**config.mk**
```make
export PLATFORM = sky130hd
export DESIGN_NAME = evr_ram
export DESIGN_NICKNAME = d
export VERILOG_FILES = /design/src/design/evr_ram.sv
export SDC_FILE = /design/constraint.sdc
export NUM_CORES = 1
export LEC_CHECK = 0
export ABC_AREA = 1
export CORE_MARGIN = 8
export CORE_UTILIZATION = 45
export DETAILED_ROUTE_END_ITERATION = 10
export DONT_BUFFER_PORTS = 1
export HOLD_SLACK_MARGIN = 0.15
export PLACE_DENSITY = 0.61
export SETUP_SLACK_MARGIN = 0.5
export SYNTH_ARGS = -nofsm -noshare
export SYNTH_HDL_FRONTEND = slang
export SYNTH_SLANG_ARGS = --single-unit
export TNS_END_PERCENT = 20
```
**constraint.sdc**
```tcl
create_clock -name clk -period 1.1 [get_ports clk]
set_input_delay 0.22 -clock clk [delete_from_list [all_inputs] [get_ports clk]]
set_output_delay 0.22 -clock clk [all_outputs]
set_load 0.05 [all_outputs]
```
**src/design/evr_ram.sv**
```systemverilog
// ----------------------------------------------------------------------------
// evr_ram
// Generic single-write, single-read synchronous RAM with registered read.
// ----------------------------------------------------------------------------
module evr_ram #(
  parameter int WIDTH = 8,
  parameter int DEPTH = 16
) (
  input  logic                     clk,
  input  logic                     wr_en,
  input  logic [$clog2(DEPTH)-1:0] wr_addr,
  input  logic [WIDTH-1:0]         wr_data,
  input  logic                     rd_en,
  input  logic [$clog2(DEPTH)-1:0] rd_addr,
  output logic [WIDTH-1:0]         rd_data
);

  logic [WIDTH-1:0] mem [DEPTH];

  always_ff @(posedge clk) begin
    if (wr_en) begin
      mem[wr_addr] <= wr_data;
    end
    if (rd_en) begin
      rd_data <= mem[rd_addr];
    end
  end

endmodule

```
==> impl_results.md <==
- # IOs: 27
- Share of cells above drive strength 1: 0.2450
- Residual DRC: 0
- Clock buffer count from CTS: 17
- Pwr Density: 1686 mW/mm2
- Drt pass-1 iters: 5
- Synth warn: 0
- FMAX: 789.9 MHz
- TritonCTS clock tree: built
- Post-CTS Setup Bufs: 0
- CP Launch Type: flip-flop
- LEAKAGE: 0.003089 uW
- Largest net degree at the start of global routing: 66
- Slowest stage cell, crit path: edfxtp_1
- Unrepaired setup endpoints after global routing: true
- Die height: 130.0 um
- WHS Path Cells: 0
- Worst Setup Slack, final: -166.1 ps
- Peak supply drop: 1.096 mV
- First-pass GRT wire length: 21,780 um
- DP Cell Count: 736
- WL final: 13,880 um
- # rows: 41
- Clk_lat worst skew: 420 ps
- Main area contributors after synthesis: edfxtp_1, nand2_1, nand3_1
- Met3 Usage GRT: 0.04937
- Synth top cells by count: nand2_1, edfxtp_1, inv_1
- Hold_ws: -107.8 ps
- Final Max Slew Viols: 0
- Met1 Usage GRT: 0.2233
- Kind of critical path: reg2out
- Synth Net Count: 570
- Final min period: 1266 ps
- Nets: 602
- Setup Viol. Count Final: 8
- Post-synth EDFFs: 136
- Max_cap viols: 0
- Final hold vios: 136
- Grt total ovfl: 0
- Final Cycle Share: 1.151
- Via count: 3,910
- CTS root buf: clkbuf_16
- Final Non-Filler Cells: 768
- CP Cell Sequence: buf_6
- Share of the synthesized area in the top cell type: 0.6985
- Worst EP required: 880 ps
- Seq/Total Area, Yosys: 0.6985
- Mapped Cells: 551
- Synthesized area per cell: 10.61 um2
- Post-route ant nets: 0
- Vias in the first global route: 3,908
- Synth async-reset ratio: 0
- Final Skew: 7.261 ps
- Max Root-Sink Buffers: 2
- Top-count cell post-synth: nand2_1
- N_diodes: 0
- CP max FO: 1
- Worst path max stage delay: 440 ps
- Primary FF master, synth: edfxtp_1
- Syn Std Cell Area: 0.005847 mm2
- Count of different cell masters after synthesis: 11
- Starting Density: 0.4614
- Max_slew headroom: 0.7187
- Die area: 0.01690 mm2
- Sink Count: 136
- Iter 0 DRT Violations: 390
- Die X: 130.0 um
- Failing checks: hold timing, setup timing
- Filler cells: 1,061
- Largest area contributor in the netlist: edfxtp_1
- CTS H-Tree Depth: 4
- PortBufs: 0
- Met2 Use GR: 0.2848
- Top delay family on crit path: flip-flops
- Core footprint: 0.01267 mm2
- Post-DP HPWL: 8800 um
- Seq cells post-synth: 136
- Area Overhead vs Synth: 26.90%
- Buffers plus inverters on the worst setup path: 1
- CP arrival: 1050 ps
- Tot GR Track Use: 0.1763
- GPL Wtd Cong: 0.8121
- Vias/cell: 5.091
- Gr busiest metal: met2
- Worst min-delay path category: in2reg
- Worst r2r path cells: 6
- Antenna violations before repair: 0
- Status: finished with violations
- CP Depth: 1
- Clock-pin transition on the worst setup and hold timing paths: 60 ps
- Routed length per instance: 18.07 um
- Worst-Margin Slew: 421.5 ps
- Crit. End Element: output port
## kinds of logic after synthesis
kind of cell | Yosys count | share of synthesized area
flops | 136 | 0.6985
buf+inv | 126 | 0.09394
simple gates | 289 | 0.2076
## layout make-up
cell class,instances,area (um2),area share
Sequential cell,136,4084,0.5504
Tap cell,172,215.2,0.02900
Inverter,102,390.4,0.05261
Timing Repair Buffer,37,524.3,0.07066
Clock buffer,17,425.4,0.05734
Clock inverter,15,183.9,0.02479
Multi-Input combinational cell,289,1597,0.2152
## worst reg2reg max path, cell delays in order, from the launching register on
cell and delay [ps]:
edfxtp_1 360, inv_1 60, nand2_1 70, nand3_2 110
nand3_4 100, nand3_2 80, nand2_1 40
## routing by layer
| layer | up-vias | wire (um) |
|---|---|---|
| met5 | - | 0 |
| met4 | 0 | 242 |
| met3 | 19 | 903 |
| met2 | 126 | 6606 |
| met1 | 1918 | 6126 |
| li1 | 1847 | - |
## metrics by stage
stage               worst slack [ps]  cell area (um2)  setup TNS, ps  power, uW  utilization
floorplan                      6.359             5887              0       6482            -
global placement              -143.7             6389          -1734       6648       0.5042
detailed placement            -171.3             6389          -1867       6655       0.5042
CTS                           -181.6             7246          -1161      12530       0.5718
global route                  -185.9             7420          -1296      12850       0.5856
finish                        -166.1             7420         -983.9      12510       0.5856
## cell usage in the layout, fill, tap and decap left out, types with 3 or more instances in the layout
| cell | count |
|---|---|
| clkinv_1 | 3 |
| inv_1 | 97 |
| buf_12 | 14 |
| clkbuf_16 | 17 |
| bufinv_16 | 4 |
| clkinv_2 | 4 |
| nand3_1 | 51 |
| nand3_2 | 44 |
| buf_6 | 19 |
| clkinvlp_4 | 4 |
| buf_4 | 4 |
| nor2_2 | 8 |
| nand2_4 | 4 |
| edfxtp_1 | 136 |
| nand2_1 | 161 |
| nand2_2 | 8 |
| inv_2 | 3 |
| nor2_4 | 9 |
## final timing paths
kind	startpoint	to	slack [ps]
max	rd_data[3]$_DFFE_PP_	rd_data[3]	-170
max reg2reg	mem[13][3]$_DFFE_PP_	rd_data[3]$_DFFE_PP_	30
min	wr_data[7]	mem[14][7]$_DFFE_PP_	-110
min reg2reg	mem[10][3]$_DFFE_PP_	rd_data[3]$_DFFE_PP_	750
## registers in the layout, indices dropped and copies added (netlist names)
| name | count |
|---|---|
| rd_data | 8 |
| mem | 128 |
## report_power, final
group          leakage (uW)  total, uW  switching, uW  internal, uW
Combinational       0.00156        790            478           311
Sequential          0.00124       5880           40.9          5840
Clock              0.000295       5830           2080          3750
## repair_timing
item                       4_1_cts  5_1_grt
hold endpoints to repair       144      144
setup endpoints to repair      144      138
pin swaps                       41       34
resized for setup               57       38
(Power assumes the default switching activity.)
