File: src/design/evr_pkg.sv
// ----------------------------------------------------------------------------
// evr_pkg
// Shared types, widths and codes of the sequenced event ring.
// ----------------------------------------------------------------------------
package evr_pkg;

  localparam int RING_DEPTH_DEF = 1024;
  localparam int SUB_SLOTS_DEF  = 32;
  localparam int POLL_MAX_DEF   = 32;

  localparam int CMD_W  = 3;
  localparam int TYPE_W = 8;
  localparam int IDX_W  = 32;
  localparam int TIME_W = 64;
  localparam int DIM_W  = 16;
  localparam int SEQ_W  = 48;
  localparam int LIM_W  = 6;
  localparam int SLOT_W = 5;
  localparam int CNT_W  = 11;
  localparam int KIND_W = 2;
  localparam int REC_W  = SEQ_W + TYPE_W + IDX_W + TIME_W + DIM_W;

  localparam logic [CMD_W-1:0] CMD_PUBLISH     = 3'd0;
  localparam logic [CMD_W-1:0] CMD_POLL        = 3'd1;
  localparam logic [CMD_W-1:0] CMD_SUBSCRIBE   = 3'd2;
  localparam logic [CMD_W-1:0] CMD_UNSUBSCRIBE = 3'd3;
  localparam logic [CMD_W-1:0] CMD_PENDING     = 3'd4;

  localparam logic [KIND_W-1:0] KIND_STATUS = 2'd0;
  localparam logic [KIND_W-1:0] KIND_RECORD = 2'd1;
  localparam logic [KIND_W-1:0] KIND_NOTIFY = 2'd2;

  localparam logic [TYPE_W-1:0] ALL_TYPES = 8'hFF;
  localparam logic [CNT_W-1:0]  CNT_SAT   = 11'd2047;
  localparam logic [SEQ_W-1:0]  SEQ_ONE   = 48'd1;
  localparam logic [SEQ_W-1:0]  SEQ_LAST  = 48'hFFFF_FFFF_FFFF;

  typedef enum logic [2:0] {
    S_IDLE,
    S_EXEC,
    S_PUB_SCAN,
    S_POLL_ADDR,
    S_POLL_CHK,
    S_FINAL
  } state_t;

  typedef struct packed {
    logic              alloc;
    logic [TYPE_W-1:0] alloc_mask;
    logic              rel_en;
    logic [SLOT_W-1:0] rel_id;
  } sub_cmd_t;

  typedef struct packed {
    logic              free_ok;
    logic [SLOT_W-1:0] free_slot;
    logic              rel_ok;
    logic              scan_hit;
  } sub_stat_t;

endpackage

File: src/design/evr_subs.sv
// ----------------------------------------------------------------------------
// evr_subs
// Subscriber table: in-use marks, type masks, lowest-free search and the
// per-slot match used while a publish walks the table.
// ----------------------------------------------------------------------------
module evr_subs import evr_pkg::*; #(
  parameter int SUB_SLOTS = SUB_SLOTS_DEF
) (
  input  logic              clk,
  input  logic              rst,
  input  sub_cmd_t          cmd,
  input  logic [SLOT_W-1:0] scan_id,
  input  logic [TYPE_W-1:0] scan_type,
  output sub_stat_t         stat
);

  localparam int IW = (SUB_SLOTS > 1) ? $clog2(SUB_SLOTS) : 1;

  logic [SUB_SLOTS-1:0] used;
  logic [TYPE_W-1:0]    mask [SUB_SLOTS];
  logic                 rel_in_range;
  logic                 scan_in_range;

  assign rel_in_range  = {1'b0, cmd.rel_id} < (SLOT_W+1)'(SUB_SLOTS);
  assign scan_in_range = {1'b0, scan_id} < (SLOT_W+1)'(SUB_SLOTS);

  always_comb begin
    stat.free_ok   = 1'b0;
    stat.free_slot = '0;
    for (int i = SUB_SLOTS - 1; i >= 0; i--) begin
      if (!used[i]) begin
        stat.free_ok   = 1'b1;
        stat.free_slot = SLOT_W'(i);
      end
    end
    stat.rel_ok   = rel_in_range && used[cmd.rel_id[IW-1:0]];
    stat.scan_hit = scan_in_range && used[scan_id[IW-1:0]] &&
                    ((mask[scan_id[IW-1:0]] & scan_type) != '0);
  end

  always_ff @(posedge clk) begin
    if (rst) begin
      used <= '0;
    end else if (cmd.alloc && stat.free_ok) begin
      used[stat.free_slot[IW-1:0]] <= 1'b1;
    end else if (cmd.rel_en && stat.rel_ok) begin
      used[cmd.rel_id[IW-1:0]] <= 1'b0;
    end
  end

  // A mask is only looked at while its slot is in use, so it needs no reset.
  always_ff @(posedge clk) begin
    if (cmd.alloc && stat.free_ok) begin
      mask[stat.free_slot[IW-1:0]] <= (cmd.alloc_mask == '0) ? ALL_TYPES : cmd.alloc_mask;
    end
  end

endmodule

File: config.mk
export PLATFORM = sky130hd
export DESIGN_NAME = evr_subs
export DESIGN_NICKNAME = d
export VERILOG_FILES = /design/src/design/evr_pkg.sv /design/src/design/evr_subs.sv
export SDC_FILE = /design/constraint.sdc
export NUM_CORES = 1
export LEC_CHECK = 0
export ABC_CLOCK_PERIOD_IN_PS = 2200
export BUFFER_PORTS_ARGS = -buffer_cell sky130_fd_sc_hd__buf_4
export CORE_MARGIN = 3
export CORE_UTILIZATION = 51
export DETAILED_ROUTE_END_ITERATION = 6
export GPL_ROUTABILITY_DRIVEN = 0
export GPL_TIMING_DRIVEN = 0
export PLACE_DENSITY = 0.7
export SYNTH_ARGS = -nofsm -noshare
export SYNTH_HDL_FRONTEND = slang
export SYNTH_SLANG_ARGS = --single-unit
File: constraint.sdc
create_clock -name clk -period 2.2 [get_ports clk]
set_input_delay 0.22 -clock clk [delete_from_list [all_inputs] [get_ports clk]]
set_output_delay 0.22 -clock clk [all_outputs]
set_load 0.03 [all_outputs]
==> results of run 1 <==
-- per-layer routing --
layer  track usage [%]  vias up
met5                 0        -
met4              10.5        0
met3              4.59      155
met2              42.9      612
met1              36.7     4272
li1                  -     3510
-- layout make-up --
type	instances	area, µm²
Buffer	36	240
Clock buffer	41	801
Clock inverter	11	134
Fill cell	1463	7550
Inverter	27	203
Multi-Input combinational cell	439	4610
Sequential cell	288	8420
Tap cell	319	399
Timing Repair Buffer	134	1400
-- flip-flops by register name, indices dropped and copies added (netlist names) --
name,flops
used,32
mask,256
-- how the worst max path moves through the flow --
stage / startpoint / to / cells after the start
finish: mask[26][5] / stat[0] / 7
global route: mask[26][5] / stat[0] / 7
CTS: mask[26][5] / stat[0] / 7
detailed placement: used[31] / mask[4][2] / 8
global placement: used[31] / mask[4][2] / 8
floorplan: used[21] / mask[24][0] / 6
-- cells in the mapped netlist, drive strengths merged, types with 2 or more instances --
library cell  number
nand3b             4
o22ai              4
nand2             44
and2               3
a221oi             9
and3b              3
a211oi             4
nand3             41
mux4              65
or3b               3
buf               25
a31oi              4
nor4               5
and4               2
nor3               5
clkbuf            13
edfxtp           256
nand2b            12
a21boi             2
and3               3
mux2              10
or2                7
o21ai             56
inv               27
a21oi             41
nor2              23
a22oi              6
a21o               2
o211ai             9
nor2b              6
nand4             21
mux2i             31
dfxtp             32
nor3b              5
-- cells by family after synthesis --
kind of cell / share of synthesized area, %
compound gates: 6.81
simple gates: 8.21
flops: 67.0
mux: 15.4
buf+inv: 2.64
-- power breakdown --
| part | total (mW) | leakage [nW] | internal, mW | switching [mW] |
|---|---|---|---|---|
| registers | 5.96 | 2.59 | 5.95 | 0.0122 |
| logic | 0.768 | 2.29 | 0.294 | 0.474 |
| clock network | 4.87 | 0.453 | 2.87 | 2.00 |
| total | 11.6 | 5.33 | 9.11 | 2.48 |
-- per-stage QoR --
| stage | worst slack (ns) | hold WS [ns] | cells | setup TNS, ns | area (µm²) |
|---|---|---|---|---|---|
| 6_report | -0.709 | 0.0739 | 1295 | -84.60 | 16200 |
| 5_1_grt | -0.776 | 0.0969 | 1295 | -96.84 | 16200 |
| 4_1_cts | -0.642 | 0.0611 | 1253 | -15.75 | 15400 |
| 3_5_place_dp | -1.22 | 0.532 | 1146 | -164.74 | 13100 |
| 3_3_place_gp | -1.26 | 0.530 | 1145 | -165.46 | 13100 |
| 2_1_floorplan | -0.157 | 0.394 | 792 | -8.62 | 12400 |
-- worst max-delay path, delay by kind of cell, from the launching register on --
kind / cells / cell delay (ns)
AOI/OAI and AO/OA: 3 / 0.58
muxes: 1 / 0.52
DFF: 1 / 0.39
buffers and inverters: 1 / 0.19
and+or+nand+nor: 2 / 0.46
-- timing repair --
action / 4_1_cts / 5_1_grt
endpoints found under the setup margin: 279 / 280
pin swaps: 32 / 35
endpoints found under the hold margin: 0 / 0
buffers inserted: 56 / 46
hold buffers: 0 / 0
gates resized for setup: 214 / 131
gates cloned: 1 / 0
==> impl_results.md, run 1 <==
* Remaining DRCs at 0
* # diodes at 0
* Die width at 162 µm
* Commonest non-fill, non-tap cell in the layout: edfxtp_1
* Clock period minus worst slack at 2.91 ns
* Worst r2r src: used[30]
* Crit end category: output port
* WL met2 at 18100 µm
* Initial antenna violation count at 0
* DR iter-0 viols at ~1200
* Synth area leaders: edfxtp_1, mux4_2, dfxtp_1, mux2i_1, o21ai_0
* Tcrit/Tclk final at 132%
* LEAKAGE at 5.33 nW
* Reg2Reg Setup Slack at -0.47 ns
* Final #Nets at 984
* Total Power at 11.6 mW
* Port bufs at 34
* Area grow syn2layout at 30.3%
* Utilization after layout at 68.2%
* Layout cells sized above 1 at 45.6%
* Vias in the first global route at 8211
* Post-synth EDFFs at 256
* Initial core utilization at 52.4%
* Die area at 26300 µm²
* Global route overflow at 0
* CTS max path bufs at 3
* RSZ-0062 raised after global routing: yes
* Commonest cells after routing, fill and taps aside: edfxtp_1, buf_4, mux4_2, buf_6, nand2_1
* GRT Total Usage at about a quarter
* CTS tree: done
* TritonCTS Sinks at 288
* Core area at around 24000 µm²
* PnR worst setup slack at -0.709 ns
* Root buffer cell: clkbuf_16
* Critical Path, Cell by Cell: mux4_2 -> o211ai_1 -> nand4_1 -> a2111oi_4 -> and3_4 -> a211oi_2 -> buf_4
* Setup-failing EPs final at 277
* Startpoint Class: flop
* Worst-margin pin slew at 1.26 ns
* Top-level I/O count at 38
* Synth top area share at approximately 62%
* Top sig layer: met4
* Die Y at about 160 µm
* Failing checks: setup timing
* WHS Path Cells at 3
* Yosys warnings at 0
* Slowest cell on crit path: mux4_2
* Max_slew headroom at 15.9%
* Final hold vios at 0
* Outcome: complete, but fails checks
* Register area share after synthesis at approximately 67%
* Netlist cell types at 53
* Rows at 56
* First-pass GRT wire length at 52000 µm
* Mean routed wirelength per cell at 29.0 µm
* Worst hold-check path type: input pin to flop
* Inserted Clock Buffers at 28
* Syn_nets at 822
* DR vias at roughly 8500
* Dominant register cell in the synthesized netlist: edfxtp_1
* Drt first pass iters at 6
* CP Data Required Time at 1.98 ns
* Routed Antenna Nets at 0
* Mapped cell area at 12400 µm²
* CP Class: flop to output port
* Worst Reg-to-Reg Cells at 12
* CP peak stage delay at 0.52 ns
* F_max at 0.344 GHz
* Pwr dens at between 700 and 800 nW/µm²
* Skew-Pair Late Insertion Delay at roughly 0.54 ns
* Capturing point of the worst reg2reg path: mask[29][4]
* Synth Register Bits at 288
* H-tree depth at 1
* Hold Path Sink: used[0]
* Reg clk slew, reported paths at 0.06 ns
* Mapped Cells at approximately 790
* WL met1 at about 14000 µm
* MaxCap Viol Count at 0
* Hold path startpoint: cmd[4]
* Vias per cell at about 6.6
* Final wirelength at 37500 µm
* Max rail drop VDD at between 0.5 and 0.6 mV
* Post-Syn Area per Cell at 15.7 µm²
* Max Fanout on Critical Path at 1
* Met3 wire len at around 3600 µm
* Synth area leader: edfxtp_1
* Async set-reset flop share out of synthesis at 0%
* Layout Skew at 0.0107 ns
* Final slew viol count at 0
* WP data arrival at 2.69 ns
* Largest net degree at the start of global routing at 33
* Dpl hpwl at 21300 µm
No activity file was read; power rests on OpenSTA's default activity.
==> run 2: changes to the inputs <==
- CTS_BUF_LIST: unset -> sky130_fd_sc_hd__clkbuf_8
- CTS_CLUSTER_DIAMETER: unset -> 30
==> run 2 against run 1 <==
The run still ends with setup timing left. Core utilization is 1.1 points higher. Combinational power is 1% higher. Final cell count increased by 3.6%. Sequential power barely moved. Routed wire length increased by 0.49%. Via count rose by 2.0%. Clock power up 17%. Largest cell class unchanged. Highest routed layer unchanged.
==> impl_results.md, run 2 (synthesis gave the netlist of run 1 again) <==
* Slowest cell on crit path: mux4_2
* TritonCTS Sinks at 288
* DR vias at 8723
* Comb pwr share at 6.2%
* MaxCap Viol Count at 0
* Internal power at 9.54 mW
* Sw Ratio at 23.3%
* Largest net degree at the start of global routing at 33
* Inserted Clock Buffers at 56
* Drt first pass iters at 6
* Rows at 56
* P_sw at 2.90 mW
* Root buffer cell: clkbuf_8
* Die area at 26300 µm²
* Reg clk slew, reported paths at approximately 0.06 ns
* Layout Skew at 0.0387 ns
* CTS max path bufs at 3
* Worst-margin pin slew at between 1 and 1.5 ns
* H-tree depth at 2
* Utilization after layout at 69.3%
* Setup-failing EPs final at 279
* Die width at ~160 µm
* Max_slew headroom at about 17%
* Initial core utilization at 52.4%
* Tcrit/Tclk final at 133%
* DR iter-0 viols at approximately 1200
* Final slew viol count at 0
* Max Fanout on Critical Path at 1
* CTS tree: done
* Initial antenna violation count at 0
* GRT Total Usage at 28.1%
* Vias per cell at roughly 6.5
* Final #Nets at 1007
* Top-level I/O count at 38
* Crit end category: output port
* Total area of sequential cells at 8410 µm²
* CP Data Required Time at slightly below 2 ns
* First-pass GRT wire length at between 50000 and 60000 µm
* Port bufs at 34
* Max reg flops at 256
* LEAKAGE at 5.53 nW
* Dpl hpwl at 21300 µm
* WP data arrival at 2.70 ns
* Final hold vios at 0
* Outcome: complete, but fails checks
* Pwr dens at 756 nW/µm²
* Critical Path, Cell by Cell: mux4_2 -> o211ai_1 -> nand4_1 -> a2111oi_4 -> and3_4 -> a211oi_2 -> buf_4
* Hold slack at 0.0293 ns
* Mean routed wirelength per cell at between 20 and 30 µm
* F_max at 0.343 GHz
* Startpoint Class: flop
* Failing checks: setup timing
* Worst path top cell family by delay: compound AO/OA/AOI/OAI gates
* Remaining DRCs at 0
* Vias in the first global route at 8611
* Clock share of power at 45.8%
* Die Y at 162 µm
* Final wirelength at 37700 µm
* Layout cells sized above 1 at 48.2%
* Area grow syn2layout at 32.4%
* Filler cell count at around 1400
* Global route overflow at 0
* CP Class: flop to output port
* PnR worst setup slack at -0.718 ns
* CP peak stage delay at between 0.5 and 0.6 ns
* Commonest cells after routing, fill and taps aside: edfxtp_1, buf_4, mux4_2, clkbuf_8, buf_6
* Routed Antenna Nets at 0
* Sequential Power Share at between 40 and 50%
* Commonest non-fill, non-tap cell in the layout: edfxtp_1
* Area of the multi-input gates at 4660 µm²
* # diodes at 0
* Skew-Pair Late Insertion Delay at 0.59 ns
* Clock period minus worst slack at 2.92 ns
* Worst hold-check path type: input pin to flop
* Worst path bufs/invs at 1
* RSZ-0062 raised after global routing: yes
* Core area at about 24000 µm²
* Max rail drop VDD at roughly 0.62 mV
run 2: through the flow:
step	total power [mW]	cell area (µm²)	instances	setup slack, ns	setup TNS, ns
floorplan	6.48	12400	792	-0.157	-8.62
global placement	6.72	13100	1145	-1.26	-165.46
detailed placement	6.74	13100	1146	-1.22	-164.74
CTS	12.4	15800	1310	-0.667	-22.04
global route	12.8	16500	1342	-0.774	-80.17
finish	12.4	16500	1342	-0.718	-70.71
run 2: cell type report:
cell class              instances  share of cell area [%]
inverters                      27                    1.23
clock buffers                  57                    4.76
flip-flops and latches        288                    51.1
plain buffers                  35                    1.39
multi-input cells             439                    28.3
clock inverters                47                    2.62
repair buffers                130                    8.17
well taps                     319                    2.42
run 2: repair_timing:
action                     CTS  global route
gates resized for setup    240           114
hold buffers                 0             0
setup buffers               63            40
pin swaps                   22            39
setup endpoints to repair  279           286
run 2: routing by layer:
metal	up-vias	global-route usage (%)	share of wire, %
met3	205	5.94	10
met5	-	0	0
met2	649	44.9	47
met1	4278	37.7	37
li1	3591	-	-
met4	0	12.1	5.9
run 2: worst register-to-register path, stage by stage, from the launching register on:
cell	delay (ns)
dfxtp_4	0.36
buf_6	0.09
buf_6	0.09
buf_6	0.10
nand2_4	0.06
nor3_2	0.21
or3b_4	0.43
o22ai_4	0.18
buf_6	0.14
buf_8	0.11
buf_6	0.11
nand4_1	0.18
clkinvlp_4	0.29
run 2: path summary, 6_finish.rpt:
path	start	end	slack (ns)	cells after the start
setup / recovery	mask[24][5]	stat[0]	-0.72	7
hold / removal	cmd[4]	used[0]	0.03	3
setup reg to reg	used[1]	mask[3][4]	-0.47	12
hold reg to reg	used[22]	used[22]	0.51	2
run 2: power groups by stage:
stage	combinational [mW]	sequential [mW]	clock (mW)
2_1_floorplan	0.395	6.09	0
3_3_place_gp	0.629	6.09	0
3_5_place_dp	0.642	6.09	0
4_1_cts	0.726	5.97	5.67
5_1_grt	0.819	5.96	5.98
6_report	0.777	5.96	5.70
